$ cat config.mk
export PLATFORM = sky130hd
export DESIGN_NAME = bc1_bc2_bc3_block_decoder_flat
export DESIGN_NICKNAME = d
export VERILOG_FILES = /design/src/design/bcd_pkg.sv /design/src/design/bcd_block_if.sv /design/src/design/bcd_texel_if.sv /design/src/design/bcd_palette.sv /design/src/design/bc1_bc2_bc3_block_decoder.sv /design/src/flat_wrapper.sv
export SDC_FILE = /design/constraint.sdc
export NUM_CORES = 2
export LEC_CHECK = 0
export BUFFER_PORTS_ARGS = -buffer_cell sky130_fd_sc_hd__buf_2
export CORE_UTILIZATION = 30
export DETAILED_ROUTE_END_ITERATION = 7
export SYNTH_ARGS = -nofsm -noshare
export SYNTH_HDL_FRONTEND = slang
export SYNTH_SLANG_ARGS = --single-unit
export TNS_END_PERCENT = 20
$ cat constraint.sdc
create_clock -name clk -period 18.4 [get_ports clk]
set_clock_uncertainty 0.1 [all_clocks]
set_input_delay 2.76 -clock clk [delete_from_list [all_inputs] [get_ports clk]]
set_output_delay 2.76 -clock clk [all_outputs]
set_load 0.02 [all_outputs]
$ cat src/design/bcd_pkg.sv
// ----------------------------------------------------------------------------
// bcd_pkg: shared types, constants and helpers for the BC1/BC2/BC3 decoder
// Field widths, register and format codes, palette types, RGB565 widening and
// reciprocal-multiply divisions by 3, 5 and 7.
// ----------------------------------------------------------------------------
package bcd_pkg;

	localparam int unsigned ALPHA_HALF_W = 64;
	localparam int unsigned COLOR_HALF_W = 64;
	localparam int unsigned BLOCK_POS_W  = 11;
	localparam int unsigned TEXEL_POS_W  = BLOCK_POS_W + 2;
	localparam int unsigned CHAN_W       = 8;
	localparam int unsigned SEL_W        = 32;
	localparam int unsigned DIM_W        = 14;
	localparam int unsigned CFG_INDEX_W  = 2;
	localparam int unsigned CFG_DATA_W   = 14;
	localparam int unsigned TEXEL_CNT_W  = 4;

	localparam int unsigned DEFAULT_MAX_DIMENSION = 8192;
	localparam logic [DIM_W-1:0] DIM_RESET = 14'd8192;

	localparam logic [CHAN_W-1:0] CHAN_MAX = 8'hFF;

	// floor(v/3) = (v*683)>>11 for v < 2048
	localparam logic [11:0] RECIP3 = 12'd683;
	// floor(v/5) = (v*1639)>>13 for v < 2730
	localparam logic [10:0] RECIP5 = 11'd1639;
	// floor(v/7) = (v*2341)>>14 for v < 5461
	localparam logic [11:0] RECIP7 = 12'd2341;

	typedef enum logic [CFG_INDEX_W-1:0] {
		REG_TEXTURE_FORMAT = 2'd0,
		REG_IMAGE_WIDTH    = 2'd1,
		REG_IMAGE_HEIGHT   = 2'd2
	} cfg_reg_t;

	typedef enum logic [1:0] {
		FMT_DXT1 = 2'd0,
		FMT_DXT3 = 2'd1,
		FMT_DXT5 = 2'd2
	} fmt_t;

	typedef logic [CHAN_W-1:0] chan_t;

	// index 0 red, 1 green, 2 blue
	typedef chan_t [2:0] rgb_t;

	typedef struct packed {
		chan_t r;
		chan_t g;
		chan_t b;
		chan_t a;
	} rgba_t;

	typedef struct packed {
		logic [ALPHA_HALF_W-1:0] alpha_half;
		logic [COLOR_HALF_W-1:0] color_half;
		logic [BLOCK_POS_W-1:0]  block_col;
		logic [BLOCK_POS_W-1:0]  block_row;
	} block_t;

	typedef struct packed {
		rgba_t [3:0]             color;
		chan_t [7:0]             apal;
		logic [ALPHA_HALF_W-1:0] alpha_half;
		logic [SEL_W-1:0]        sel;
		logic [BLOCK_POS_W-1:0]  block_col;
		logic [BLOCK_POS_W-1:0]  block_row;
		fmt_t                    fmt;
	} pal_t;

	function automatic rgb_t expand565(input logic [15:0] v);
		rgb_t c;
		c[0] = {v[15:11], v[15:13]};
		c[1] = {v[10:5], v[10:9]};
		c[2] = {v[4:0], v[4:2]};
		return c;
	endfunction

	function automatic chan_t div3(input logic [9:0] v);
		logic [21:0] p;
		p = 22'(v) * 22'(RECIP3);
		return p[18:11];
	endfunction

	function automatic chan_t div5(input logic [10:0] v);
		logic [21:0] p;
		p = 22'(v) * 22'(RECIP5);
		return p[20:13];
	endfunction

	function automatic chan_t div7(input logic [10:0] v);
		logic [22:0] p;
		p = 23'(v) * 23'(RECIP7);
		return p[21:14];
	endfunction

endpackage

$ cat src/design/bcd_block_if.sv
// ----------------------------------------------------------------------------
// bcd_block_if: compressed block channel
// One item is one 4x4 block with its block column and row.
// ----------------------------------------------------------------------------
interface bcd_block_if;
	import bcd_pkg::*;

	logic                    valid;
	logic                    ready;
	logic [ALPHA_HALF_W-1:0] alpha_half;
	logic [COLOR_HALF_W-1:0] color_half;
	logic [BLOCK_POS_W-1:0]  block_col;
	logic [BLOCK_POS_W-1:0]  block_row;

	modport source (output valid, alpha_half, color_half, block_col, block_row,
		input ready);
	modport sink (input valid, alpha_half, color_half, block_col, block_row,
		output ready);
endinterface

$ cat src/design/bcd_texel_if.sv
// ----------------------------------------------------------------------------
// bcd_texel_if: decoded texel channel
// One item is one RGBA8 texel with its image coordinates and flags.
// ----------------------------------------------------------------------------
interface bcd_texel_if;
	import bcd_pkg::*;

	logic                   valid;
	logic                   ready;
	logic [TEXEL_POS_W-1:0] texel_x;
	logic [TEXEL_POS_W-1:0] texel_y;
	logic [CHAN_W-1:0]      red;
	logic [CHAN_W-1:0]      green;
	logic [CHAN_W-1:0]      blue;
	logic [CHAN_W-1:0]      alpha;
	logic                   inside_image;
	logic                   last_texel;

	modport source (output valid, texel_x, texel_y, red, green, blue, alpha,
		inside_image, last_texel, input ready);
	modport sink (input valid, texel_x, texel_y, red, green, blue, alpha,
		inside_image, last_texel, output ready);
endinterface

$ cat src/design/bcd_palette.sv
// ----------------------------------------------------------------------------
// bcd_palette: three-stage color and alpha palette builder
// Stage 1 captures the block, stage 2 widens endpoints and forms weighted
// sums, stage 3 divides by reciprocal multiply; the palette leaves selected.
// ----------------------------------------------------------------------------
module bcd_palette (
	input  logic             clk,
	input  logic             arst_n,
	input  bcd_pkg::fmt_t    texture_format,
	bcd_block_if.sink        blocks,
	output bcd_pkg::pal_t    pal,
	output logic             pal_valid,
	input  logic             pal_ready
);
	import bcd_pkg::*;

	// stage 1
	logic   v_s1;
	block_t blk_s1;
	fmt_t   fmt_s1;

	// stage 2
	logic                    v_s2;
	rgb_t                    e0_s2, e1_s2;
	logic [2:0][9:0]         sum_a_s2, sum_b_s2;
	logic                    four_s2, agt_s2;
	chan_t                   a0_s2, a1_s2;
	logic [5:0][10:0]        a7_s2;
	logic [3:0][10:0]        a5_s2;
	logic [ALPHA_HALF_W-1:0] alpha_half_s2;
	logic [SEL_W-1:0]        sel_s2;
	logic [BLOCK_POS_W-1:0]  col_s2, row_s2;
	fmt_t                    fmt_s2;

	// stage 3
	logic                    v_s3;
	rgb_t                    e0_s3, e1_s3;
	logic [2:0][7:0]         q3a_s3, q3b_s3, half_s3;
	logic                    four_s3, agt_s3;
	chan_t                   a0_s3, a1_s3;
	logic [5:0][7:0]         q7_s3;
	logic [3:0][7:0]         q5_s3;
	logic [ALPHA_HALF_W-1:0] alpha_half_s3;
	logic [SEL_W-1:0]        sel_s3;
	logic [BLOCK_POS_W-1:0]  col_s3, row_s3;
	fmt_t                    fmt_s3;

	logic rdy_s1, rdy_s2, rdy_s3;

	// stage 2 inputs
	rgb_t             e0_c, e1_c;
	logic [2:0][9:0]  sum_a_c, sum_b_c;
	chan_t            a0_c, a1_c;
	logic [5:0][10:0] a7_c;
	logic [3:0][10:0] a5_c;

	// stage 3 inputs
	logic [2:0][7:0] q3a_c, q3b_c, half_c;
	logic [5:0][7:0] q7_c;
	logic [3:0][7:0] q5_c;
	logic [2:0][8:0] pair_c;

	assign rdy_s3 = !v_s3 || pal_ready;
	assign rdy_s2 = !v_s2 || rdy_s3;
	assign rdy_s1 = !v_s1 || rdy_s2;
	assign blocks.ready = rdy_s1;

	always_ff @(posedge clk or negedge arst_n) begin
		if (!arst_n) begin
			v_s1 <= 1'b0;
			v_s2 <= 1'b0;
			v_s3 <= 1'b0;
		end else begin
			if (rdy_s1) v_s1 <= blocks.valid;
			if (rdy_s2) v_s2 <= v_s1;
			if (rdy_s3) v_s3 <= v_s2;
		end
	end

	always_comb begin
		e0_c = expand565(blk_s1.color_half[15:0]);
		e1_c = expand565(blk_s1.color_half[31:16]);
		for (int k = 0; k < 3; k++) begin
			sum_a_c[k] = {1'b0, e0_c[k], 1'b0} + 10'(e1_c[k]);
			sum_b_c[k] = 10'(e0_c[k]) + {1'b0, e1_c[k], 1'b0};
		end
		a0_c = blk_s1.alpha_half[7:0];
		a1_c = blk_s1.alpha_half[15:8];
		for (int i = 1; i <= 6; i++) begin
			a7_c[i-1] = 11'((7 - i) * a0_c + i * a1_c);
		end
		for (int i = 1; i <= 4; i++) begin
			a5_c[i-1] = 11'((5 - i) * a0_c + i * a1_c);
		end
	end

	always_comb begin
		for (int k = 0; k < 3; k++) begin
			q3a_c[k]  = div3(sum_a_s2[k]);
			q3b_c[k]  = div3(sum_b_s2[k]);
			pair_c[k] = 9'(e0_s2[k]) + 9'(e1_s2[k]);
			half_c[k] = pair_c[k][8:1];
		end
		for (int i = 0; i < 6; i++) begin
			q7_c[i] = div7(a7_s2[i]);
		end
		for (int i = 0; i < 4; i++) begin
			q5_c[i] = div5(a5_s2[i]);
		end
	end

	always_ff @(posedge clk) begin
		if (rdy_s1 && blocks.valid) begin
			blk_s1.alpha_half <= blocks.alpha_half;
			blk_s1.color_half <= blocks.color_half;
			blk_s1.block_col  <= blocks.block_col;
			blk_s1.block_row  <= blocks.block_row;
			fmt_s1            <= texture_format;
		end
		if (rdy_s2 && v_s1) begin
			e0_s2         <= e0_c;
			e1_s2         <= e1_c;
			sum_a_s2      <= sum_a_c;
			sum_b_s2      <= sum_b_c;
			four_s2       <= (fmt_s1 != FMT_DXT1) ||
				(blk_s1.color_half[15:0] > blk_s1.color_half[31:16]);
			agt_s2        <= a0_c > a1_c;
			a0_s2         <= a0_c;
			a1_s2         <= a1_c;
			a7_s2         <= a7_c;
			a5_s2         <= a5_c;
			alpha_half_s2 <= blk_s1.alpha_half;
			sel_s2        <= blk_s1.color_half[63:32];
			col_s2        <= blk_s1.block_col;
			row_s2        <= blk_s1.block_row;
			fmt_s2        <= fmt_s1;
		end
		if (rdy_s3 && v_s2) begin
			e0_s3         <= e0_s2;
			e1_s3         <= e1_s2;
			q3a_s3        <= q3a_c;
			q3b_s3        <= q3b_c;
			half_s3       <= half_c;
			four_s3       <= four_s2;
			agt_s3        <= agt_s2;
			a0_s3         <= a0_s2;
			a1_s3         <= a1_s2;
			q7_s3         <= q7_c;
			q5_s3         <= q5_c;
			alpha_half_s3 <= alpha_half_s2;
			sel_s3        <= sel_s2;
			col_s3        <= col_s2;
			row_s3        <= row_s2;
			fmt_s3        <= fmt_s2;
		end
	end

	// select final palettes
	always_comb begin
		pal.color[0] = '{r: e0_s3[0], g: e0_s3[1], b: e0_s3[2], a: CHAN_MAX};
		pal.color[1] = '{r: e1_s3[0], g: e1_s3[1], b: e1_s3[2], a: CHAN_MAX};
		if (four_s3) begin
			pal.color[2] = '{r: q3a_s3[0], g: q3a_s3[1], b: q3a_s3[2], a: CHAN_MAX};
			pal.color[3] = '{r: q3b_s3[0], g: q3b_s3[1], b: q3b_s3[2], a: CHAN_MAX};
		end else begin
			pal.color[2] = '{r: half_s3[0], g: half_s3[1], b: half_s3[2], a: CHAN_MAX};
			pal.color[3] = '0;
		end
		pal.apal[0] = a0_s3;
		pal.apal[1] = a1_s3;
		if (agt_s3) begin
			for (int i = 0; i < 6; i++) pal.apal[i+2] = q7_s3[i];
		end else begin
			for (int i = 0; i < 4; i++) pal.apal[i+2] = q5_s3[i];
			pal.apal[6] = '0;
			pal.apal[7] = CHAN_MAX;
		end
		pal.alpha_half = alpha_half_s3;
		pal.sel        = sel_s3;
		pal.block_col  = col_s3;
		pal.block_row  = row_s3;
		pal.fmt        = fmt_s3;
	end

	assign pal_valid = v_s3;

endmodule

$ cat src/design/bc1_bc2_bc3_block_decoder.sv
// ----------------------------------------------------------------------------
// bc1_bc2_bc3_block_decoder: DXT1/DXT3/DXT5 4x4 block decoder
// Builds the block palettes in a three-stage pipeline, then a serializer
// emits the sixteen texels in row order through a registered output stage.
// ----------------------------------------------------------------------------
// A block passes through the three palette stages, the serializer and the
// output register before its first texel is valid. The serializer, which sets
// the block rate, emits one texel per cycle while the sink is ready; the next
// block waits in the palette pipeline.
// Reset: clears all valid bits and the serializer; registers return to DXT1,
// width 8192, height 8192.
module bc1_bc2_bc3_block_decoder #(
	parameter int unsigned MAX_DIMENSION = bcd_pkg::DEFAULT_MAX_DIMENSION
) (
	input  logic                           clk,
	input  logic                           arst_n,
	input  logic                           cfg_write,
	input  logic [bcd_pkg::CFG_INDEX_W-1:0] cfg_index,
	input  logic [bcd_pkg::CFG_DATA_W-1:0]  cfg_data,
	bcd_block_if.sink                      blocks,
	bcd_texel_if.source                    texels
);
	import bcd_pkg::*;

	localparam int unsigned LIM_W = ($clog2(MAX_DIMENSION + 1) > DIM_W) ?
		$clog2(MAX_DIMENSION + 1) : DIM_W;

	fmt_t             texture_format_q;
	logic [DIM_W-1:0] image_width_q, image_height_q;

	pal_t pal;
	logic pal_valid, pal_ready;

	// serializer
	logic                   v_s4;
	pal_t                   pal_s4;
	logic [TEXEL_CNT_W-1:0] cnt_q;
	logic                   s4_emit, s4_done;

	// output stage
	logic                   v_s5;
	logic [TEXEL_POS_W-1:0] texel_x_s5, texel_y_s5;
	rgba_t                  rgba_s5;
	logic                   inside_s5, last_s5;
	logic                   rdy_s5;

	logic [1:0]             ci;
	rgba_t                  col_c;
	logic [3:0]             nib;
	logic [5:0]             apos;
	logic [2:0]             aidx;
	chan_t                  alpha_c;
	logic [TEXEL_POS_W-1:0] x_c, y_c;
	logic [LIM_W-1:0]       width_lim, height_lim;

	always_ff @(posedge clk or negedge arst_n) begin
		if (!arst_n) begin
			texture_format_q <= FMT_DXT1;
			image_width_q    <= DIM_RESET;
			image_height_q   <= DIM_RESET;
		end else if (cfg_write) begin
			case (cfg_index)
				REG_TEXTURE_FORMAT: texture_format_q <= fmt_t'(cfg_data[1:0]);
				REG_IMAGE_WIDTH:    image_width_q    <= cfg_data[DIM_W-1:0];
				REG_IMAGE_HEIGHT:   image_height_q   <= cfg_data[DIM_W-1:0];
				default: ;
			endcase
		end
	end

	bcd_palette u_palette (
		.clk            (clk),
		.arst_n         (arst_n),
		.texture_format (texture_format_q),
		.blocks         (blocks),
		.pal            (pal),
		.pal_valid      (pal_valid),
		.pal_ready      (pal_ready)
	);

	assign rdy_s5    = !v_s5 || texels.ready;
	assign s4_emit   = v_s4 && rdy_s5;
	assign s4_done   = s4_emit && (cnt_q == {TEXEL_CNT_W{1'b1}});
	assign pal_ready = !v_s4 || s4_done;

	always_ff @(posedge clk or negedge arst_n) begin
		if (!arst_n) begin
			v_s4  <= 1'b0;
			cnt_q <= '0;
			v_s5  <= 1'b0;
		end else begin
			if (pal_ready) v_s4 <= pal_valid;
			// wrap to zero on the last texel
			if (s4_emit) cnt_q <= cnt_q + 1'b1;
			if (rdy_s5) v_s5 <= v_s4;
		end
	end

	always_ff @(posedge clk) begin
		if (pal_ready && pal_valid) pal_s4 <= pal;
	end

	assign width_lim = (LIM_W'(image_width_q) > LIM_W'(MAX_DIMENSION)) ?
		LIM_W'(MAX_DIMENSION) : LIM_W'(image_width_q);
	assign height_lim = (LIM_W'(image_height_q) > LIM_W'(MAX_DIMENSION)) ?
		LIM_W'(MAX_DIMENSION) : LIM_W'(image_height_q);

	always_comb begin
		ci    = pal_s4.sel[{cnt_q, 1'b0} +: 2];
		col_c = pal_s4.color[ci];
		nib   = pal_s4.alpha_half[{cnt_q, 2'b00} +: 4];
		apos  = 6'd16 + {1'b0, cnt_q, 1'b0} + {2'b00, cnt_q};
		aidx  = pal_s4.alpha_half[apos +: 3];
		case (pal_s4.fmt)
			FMT_DXT1: alpha_c = col_c.a;
			FMT_DXT3: alpha_c = {nib, nib};
			default:  alpha_c = pal_s4.apal[aidx];
		endcase
		x_c = {pal_s4.block_col, cnt_q[1:0]};
		y_c = {pal_s4.block_row, cnt_q[3:2]};
	end

	always_ff @(posedge clk) begin
		if (s4_emit) begin
			texel_x_s5 <= x_c;
			texel_y_s5 <= y_c;
			rgba_s5    <= '{r: col_c.r, g: col_c.g, b: col_c.b, a: alpha_c};
			inside_s5  <= (LIM_W'(x_c) < width_lim) && (LIM_W'(y_c) < height_lim);
			last_s5    <= cnt_q == {TEXEL_CNT_W{1'b1}};
		end
	end

	assign texels.valid        = v_s5;
	assign texels.texel_x      = texel_x_s5;
	assign texels.texel_y      = texel_y_s5;
	assign texels.red          = rgba_s5.r;
	assign texels.green        = rgba_s5.g;
	assign texels.blue         = rgba_s5.b;
	assign texels.alpha        = rgba_s5.a;
	assign texels.inside_image = inside_s5;
	assign texels.last_texel   = last_s5;

	a_cnt_idle: assert property (@(posedge clk) disable iff (!arst_n)
		!v_s4 |-> cnt_q == '0)
		else $error("serializer count nonzero with no block held");

	a_block_kept: assert property (@(posedge clk) disable iff (!arst_n)
		(v_s4 && !s4_done) |=> v_s4)
		else $error("block dropped before all texels were emitted");

	a_last_corner: assert property (@(posedge clk) disable iff (!arst_n)
		(texels.valid && texels.last_texel) |->
			(texels.texel_x[1:0] == 2'b11 && texels.texel_y[1:0] == 2'b11))
		else $error("last texel is not the bottom right corner of its block");

endmodule

$ cat src/flat_wrapper.sv
// flat-port wrapper written by rule: the top's interface ports become plain ports
module bc1_bc2_bc3_block_decoder_flat import bcd_pkg::*;
#(
	parameter int unsigned MAX_DIMENSION = bcd_pkg::DEFAULT_MAX_DIMENSION
)
  (clk, arst_n, cfg_write, cfg_index, cfg_data, blocks_valid, blocks_alpha_half, blocks_color_half, blocks_block_col, blocks_block_row, blocks_ready, texels_valid, texels_texel_x, texels_texel_y, texels_red, texels_green, texels_blue, texels_alpha, texels_inside_image, texels_last_texel, texels_ready);
  bcd_block_if blocks_i ();
  bcd_texel_if texels_i ();
  input  logic clk;
  input  logic arst_n;
  input  logic cfg_write;
  input  logic [bcd_pkg::CFG_INDEX_W-1:0] cfg_index;
  input  logic [bcd_pkg::CFG_DATA_W-1:0] cfg_data;
  input wire logic [$bits(blocks_i.valid)-1:0] blocks_valid;
  input wire logic [$bits(blocks_i.alpha_half)-1:0] blocks_alpha_half;
  input wire logic [$bits(blocks_i.color_half)-1:0] blocks_color_half;
  input wire logic [$bits(blocks_i.block_col)-1:0] blocks_block_col;
  input wire logic [$bits(blocks_i.block_row)-1:0] blocks_block_row;
  output wire logic [$bits(blocks_i.ready)-1:0] blocks_ready;
  output wire logic [$bits(texels_i.valid)-1:0] texels_valid;
  output wire logic [$bits(texels_i.texel_x)-1:0] texels_texel_x;
  output wire logic [$bits(texels_i.texel_y)-1:0] texels_texel_y;
  output wire logic [$bits(texels_i.red)-1:0] texels_red;
  output wire logic [$bits(texels_i.green)-1:0] texels_green;
  output wire logic [$bits(texels_i.blue)-1:0] texels_blue;
  output wire logic [$bits(texels_i.alpha)-1:0] texels_alpha;
  output wire logic [$bits(texels_i.inside_image)-1:0] texels_inside_image;
  output wire logic [$bits(texels_i.last_texel)-1:0] texels_last_texel;
  input wire logic [$bits(texels_i.ready)-1:0] texels_ready;
  assign blocks_i.valid = blocks_valid;
  assign blocks_i.alpha_half = blocks_alpha_half;
  assign blocks_i.color_half = blocks_color_half;
  assign blocks_i.block_col = blocks_block_col;
  assign blocks_i.block_row = blocks_block_row;
  assign blocks_ready = blocks_i.ready;
  assign texels_valid = texels_i.valid;
  assign texels_texel_x = texels_i.texel_x;
  assign texels_texel_y = texels_i.texel_y;
  assign texels_red = texels_i.red;
  assign texels_green = texels_i.green;
  assign texels_blue = texels_i.blue;
  assign texels_alpha = texels_i.alpha;
  assign texels_inside_image = texels_i.inside_image;
  assign texels_last_texel = texels_i.last_texel;
  assign texels_i.ready = texels_ready;
  bc1_bc2_bc3_block_decoder #(.MAX_DIMENSION(MAX_DIMENSION)) u_core (.clk(clk), .arst_n(arst_n), .cfg_write(cfg_write), .cfg_index(cfg_index), .cfg_data(cfg_data), .blocks(blocks_i), .texels(texels_i));
endmodule
=== Word-level counts from Yosys, hierarchy flattened ===
Cells that the tools add are included.

* Bits in registers: 1241
* Bits in latches: 0
* Memory bits (writable): 0
* ROM bits: 0
* Input bits: 171
* Output and inout port bits: 62
* Word-level logic and storage cells: 206
* Memories: 0

* $add $sub $neg: 22
* Multipliers: 22
* Div/mod/pow operators: 0
* Order comparisons: 8
* Equality and inequality tests: 4
* Shifts and indexed selects: 3
* Mux-type cells: 9
* Bitwise gates (word level): 0
* Reduce and logical (&&, ||, !) cells: 24

{| class="wikitable"
|+ Operators with widths
! kind !! count
|-
| 11-bit by 12-bit multiplier with 22-bit output (second input constant) || 6
|-
| 10-bit by 10-bit multiplier with 19-bit output (second input constant) || 6
|-
| 11-bit by 11-bit multiplier with 21-bit output (second input constant) || 4
|-
| 32-bit binary-select mux with 2-bit select || 1
|-
| 32-bit two-way mux || 2
|-
| 64-bit by 7-bit indexed part select with 3-bit output || 1
|-
| 64-bit by 7-bit indexed part select with 4-bit output || 1
|-
| 2-bit by 8-bit multiplier with 10-bit output (first input constant) || 4
|-
| 40-bit two-way mux || 1
|-
| 32-bit by 6-bit indexed part select with 2-bit output || 1
|-
| 8-bit by 9-bit adder with 10-bit output || 3
|-
| 9-bit by 8-bit adder with 10-bit output || 3
|-
| 14-bit greater-than comparator (second input constant) || 2
|-
| 13-bit by 14-bit less-than comparator with 1-bit output || 2
|-
| 14-bit two-way mux || 2
|-
| 8-bit by 8-bit adder with 9-bit output || 3
|-
| 8-bit binary-select mux with 3-bit select || 1
|-
| 10-bit by 10-bit adder with 11-bit output || 2
|-
| 3-bit by 8-bit multiplier with 11-bit output (first input constant) || 2
|-
| 16-bit greater-than comparator || 1
|-
| 8-bit case mux with 2 select lines || 1
|-
| 10-bit by 8-bit adder with 11-bit output || 1
|-
| 10-bit by 9-bit adder with 11-bit output || 1
|-
| 11-bit by 8-bit adder with 11-bit output || 1
|-
| 21 further kinds || 40
|}

=== Longest topological paths before layout ===
* Depth in word-level cells: 9
* Mapped depth: 19
* Mapped depth without buffers: 19

=== Cells and area by module ===
Synthesis repeated with hierarchy kept, for this count alone.

* Cell total of the unflattened synthesis: 5517
* Area, all modules: 75213.4 µm²

{| class="wikitable"
|+ By module, submodules not included
! module !! instances !! cells each !! area an instance (µm²) !! sequential area each (µm²)
|-
| bcd_palette || 1 || 4645 || 57973.1 || 22957.0
|-
| bc1_bc2_bc3_block_decoder || 1 || 872 || 17240.3 || 12074.1
|}

=== Least setup slack after synthesis ===
No wires, ideal clock.

* Kind: input to register
* Start: input port texels_ready
* End: register u_core.u_palette.a0_s2[0] (enable)
* Library setup time: 1.152 ns
* Arrival: 18.091 ns
* Required time: 17.148 ns
* Path slack: -0.943 ns
* Stages on the path: 3
* Buffers on the path: 0
* Cells stage by stage: nand2b_1 -> a21oi_1 -> a31oi_1

* Longest elaborated chain between the ends: 7

{| class="wikitable"
|+ RTL lines
! element !! RTL line !! source
|-
| start, declared || flat_wrapper.sv:29 || <nowiki>input wire logic [$bits(texels_i.ready)-1:0] texels_ready;</nowiki>
|-
| 1-bit logical OR || bc1_bc2_bc3_block_decoder.sv:81 || <nowiki>assign rdy_s5 = !v_s5 || texels.ready;</nowiki>
|-
| 1-bit logical AND || bc1_bc2_bc3_block_decoder.sv:82 || <nowiki>assign s4_emit = v_s4 && rdy_s5;</nowiki>
|-
| 1-bit logical AND || bc1_bc2_bc3_block_decoder.sv:83 || <nowiki>assign s4_done = s4_emit && (cnt_q == {TEXEL_CNT_W{1'b1}});</nowiki>
|-
| 1-bit logical OR || bc1_bc2_bc3_block_decoder.sv:84 || <nowiki>assign pal_ready = !v_s4 || s4_done;</nowiki>
|-
| 1-bit logical OR || bcd_palette.sv:63 || <nowiki>assign rdy_s3 = !v_s3 || pal_ready;</nowiki>
|-
| 1-bit logical OR || bcd_palette.sv:64 || <nowiki>assign rdy_s2 = !v_s2 || rdy_s3;</nowiki>
|-
| 1-bit logical AND || bcd_palette.sv:120 || <nowiki>if (rdy_s2 && v_s1) begin</nowiki>
|-
| end signal, assigned || bcd_palette.sv:128 || <nowiki>a0_s2 <= a0_c;</nowiki>
|-
| end, declared || bcd_palette.sv:27 || <nowiki>chan_t a0_s2, a1_s2;</nowiki>
|}

Every way passes these cells.
A chain may end at the register's enable or synchronous reset.

=== Worst setup path after layout ===
* Start: input port texels_ready
* End: output port blocks_ready

* Longest elaborated chain between the ends: 7

{| class="wikitable"
|+ RTL lines
! element !! RTL line !! source
|-
| 1-bit logical OR || bc1_bc2_bc3_block_decoder.sv:81 ||
|-
| 1-bit logical AND || bc1_bc2_bc3_block_decoder.sv:82 ||
|-
| 1-bit logical AND || bc1_bc2_bc3_block_decoder.sv:83 ||
|-
| 1-bit logical OR || bc1_bc2_bc3_block_decoder.sv:84 ||
|-
| 1-bit logical OR || bcd_palette.sv:63 ||
|-
| 1-bit logical OR || bcd_palette.sv:64 ||
|-
| 1-bit logical OR || bcd_palette.sv:65 || <nowiki>assign rdy_s1 = !v_s1 || rdy_s2;</nowiki>
|-
| end, declared || flat_wrapper.sv:19 || <nowiki>output wire logic [$bits(blocks_i.ready)-1:0] blocks_ready;</nowiki>
|}

Every way passes these cells.

==> summary.txt <==
Clock Root Buffer: clkbuf_16
Power per Cell Area: 138 nW/µm²
Overall Global Routing Usage: 12.9%
worst endpoint data arrival time: 4.01 ns
vias per cell: 4.51
post-synthesis cell area: 72000 µm²
CTS buffer count: 111
total number of placement rows: 179
count of fill cells added during filler insertion: 23100
final-layout worst hold slack: 0.308 ns
measured slew at the worst slew-check pin: 1.19 ns
number of H-tree levels: 3
number of buffers inserted by port buffering: 232
antenna violations before repair: 14
global placer's final weighted congestion: 0.854
main flop type after synthesis: edfxtp_1
TritonCTS Sinks: 1110
HPWL after DPL: 120000 µm
Yosys reg bits: 1110
Seq pwr share: 31.6%
average cell area after synthesis: 13.7 µm²
switching share of power: 37.0%
total of warnings raised by yosys: 0
I/O pins: 233
final hold viol count: 0
vias: 39900
critical path fanouts, max: 6
clock latency at the later pin of the worst-skew pair: 0.75 ns
Initial Utilization: 30.2%
post-synthesis net count: 6995
Post-synth EDFFs: 1071
TritonCTS clock tree: done
number of buffers added for setup after CTS: 0
number of instances on the worst hold path: 0
Clk network pwr share: 20.6%
setup violation total in the final timing report: 0
number of instances resized during post-cts repair: 0
switching pwr: 4.12 mW
violated checks: design-rule violations
number of cells produced by synthesis: 5252
non-filler instance count after layout: 8850
summed negative setup slack over all endpoints: 0 ns
time the final worst path needs with I/O delays and setup: 6.87 ns
synthesis-to-layout area growth: 12.2%
remaining antenna violation count after routing: 0
crit share post-route: 37.3%
path type of the worst setup path: input port to output pin
die height: 492 µm
first-pass GRT wire length: 242000 µm
Critical path origin: texels_ready
result of the run: finished with violations
Hold-fix buffers, CTS: 0
width of the chip: 492 µm
kind of start point of the critical path: input port
Int Pwr: 7.00 mW
setup slack after placement: 11.53 ns
average wire per cell in the routed design: 17.4 µm
number of nets in the layout: 7327
Slew Limit Fails: 0
Overflow after GRT: 0
total iterations of the first detailed-routing run: 7
buffer depth of the longest clock path: 3
share of layout cells above drive strength 1: 11.8%
via count of the first global-routing pass: 42200
Critical Path End Type: output pin
unrepaired setup endpoints after global routing: no
area enclosed by the die boundary: 242000 µm²
portion of the post-synthesis area used by sequential elements: 46.0%
Yosys cell types: 80
startpoint of the lowest-slack register-to-register path: u_core.u_palette.a0_s2[0]
cell total after placement: 8638
Max Freq: 0.146 GHz
post-detailed-routing wire length: 154000 µm
class of the tightest hold or removal check: flop to flop
Max VDD drop: 0.239 mV
worst hold path startpoint: u_core.u_palette.blk_s1[59]
R2R cell count: 19
DRC: 34
worst path required time: 15.54 ns
Starting DRT DRC Count: 2098
number of maximum-capacitance constraint violations: 0
power share of the combinational group: 47.7%
static leakage: 35.0 nW
overall power: 11.1 mW
clock transition at the registers of the reported paths: 0.06 ns
pin count of the biggest net entering global routing: 91
post-route setup slack: 11.53 ns
core outline area: 238000 µm²
fraction of synthesis flops using an asynchronous set or reset pin: 3.51%
headroom to the max-slew limit: 20.3%
==> critical path, cell delays in order <==
cell	delay, ns
buf_2	0.09
nand2b_1	0.17
a21oi_1	0.52
nand4_1	0.25
buf_2	0.22
==> worst paths after layout <==
path | endpoint | slack, ns
worst max-delay path | blocks_ready | 11.53
worst min-delay path | u_core.u_palette.sel_s2[5] | 0.31
worst max register to register | u_core.u_palette.q5_s3[31] | 12.55
worst min register to register | u_core.u_palette.sel_s2[5] | 0.31
max in group asynchronous | u_core.cnt_q[0] | 15.38
min in group asynchronous | u_core.image_width_q[6] | 2.08
==> per-stage QoR <==
stage	area (µm²)	utilization, %
floorplan	72000	-
global placement	77100	32.4
CTS	80800	33.9
global route	80800	33.9
finish	80800	33.9
detailed placement	77100	32.4
==> cells in the mapped netlist (all sizes together), types with 5 or more instances <==
master / instances / area (µm²)
ha: 1190 / 14900
edfxtp: 1071 / 32200
inv: 921 / 3460
fa: 382 / 7650
xnor2: 222 / 1940
a21oi: 169 / 846
nor2: 156 / 596
mux4: 105 / 2360
o21ai: 93 / 473
mux2: 89 / 1000
a21o: 76 / 571
nand2: 68 / 255
o21bai: 65 / 488
xor2: 63 / 552
nand2b: 49 / 307
nor3: 47 / 235
and2: 46 / 290
mux2i: 38 / 380
dfrtp: 37 / 926
nor2b: 36 / 225
o21a: 36 / 270
nand3: 34 / 170
buf: 31 / 279
nand4: 24 / 150
and3: 21 / 133
clkbuf: 20 / 75.1
a31oi: 18 / 113
a211oi: 15 / 118
a221oi: 13 / 114
or3: 10 / 62.6
a22oi: 9 / 67.6
nor4: 9 / 56.3
a2111oi: 7 / 67.6
and4: 7 / 61.3
nand3b: 6 / 45.0
o2111ai: 6 / 52.6
o41ai: 6 / 52.6
or2: 5 / 31.3
==> routing by layer <==
metal  vias to the layer above  share of wire (%)  track usage [%]
met3                       174                3.5             1.64
met4                         0                2.1             3.13
met5                         -                  0                0
met1                     19900                 45             17.1
li1                      19300                  -                -
met2                       589                 49             22.1
==> logic make-up (layout without fill, tap and decap cells) <==
family / after synthesis / count (layout) / share of synthesized area [%]
AND/OR/NAND/NOR: 532 / 532 / 3.81
XOR/XNOR: 285 / 285 / 3.46
other: 0 / 5 / 0
buffers and inverters: 976 / 1402 / 5.33
multiplexers: 232 / 232 / 5.20
flip-flops: 1110 / 1110 / 46.0
AO/OA/AOI/OAI: 545 / 545 / 4.91
adder cells (fa/ha/maj): 1572 / 1572 / 31.3
==> cell type report <==
cell class / count / area [µm²] / area share [%]
antenna: 5 / 12.5 / 0.0155
clock buffer: 134 / 2940 / 3.63
clock inverter: 73 / 748 / 0.926
inverter: 924 / 3470 / 4.29
multi-input combinational: 3166 / 35100 / 43.4
sequential: 1110 / 33100 / 41.0
tap: 3167 / 3960 / 4.90
timing repair buffer: 271 / 1450 / 1.80
==> power groups by stage <==
stage | Clock, mW | Combinational, mW | Sequential, mW
after global placement | 0 | 5.23 | 3.57
after floorplan | 0 | 4.20 | 3.58
after detailed placement | 0 | 5.35 | 3.58
after global routing | 2.46 | 6.08 | 3.54
final | 2.30 | 5.31 | 3.51
after CTS | 2.37 | 5.40 | 3.53
==> cell usage in the layout, fill, tap and decap left out, types with 38 or more instances in the layout <==
master     count
a21o_1        76
a21oi_1      169
and2_1        42
buf_2        232
buf_4         39
clkbuf_16    112
edfxtp_1    1071
fa_1         381
ha_1        1189
inv_1        921
mux2_2        89
mux2i_1       38
mux4_2       105
nand2_1       68
nand2b_1      49
nor2_1       152
nor3_1        47
o21ai_0       89
o21bai_1      65
xnor2_1      222
xor2_1        63
==> flip-flops by register name, summed over array words and instances, names as in the netlist, 27 cells and up <==
signal and cells:
u_core.u_palette.a5_s2 38, u_core.pal_s4 249, u_core.u_palette.blk_s1 134, u_core.u_palette.q5_s3 32
u_core.u_palette.alpha_half_s3 50, u_core.u_palette.a7_s2 58, u_core.u_palette.sel_s3 32, u_core.u_palette.q7_s3 48
u_core.u_palette.alpha_half_s2 50, u_core.u_palette.sum_a_s2 27, u_core.u_palette.sum_b_s2 27, u_core.u_palette.sel_s2 32
u_core.u_palette.pal 32
No activity file was read; power rests on OpenSTA's default activity.
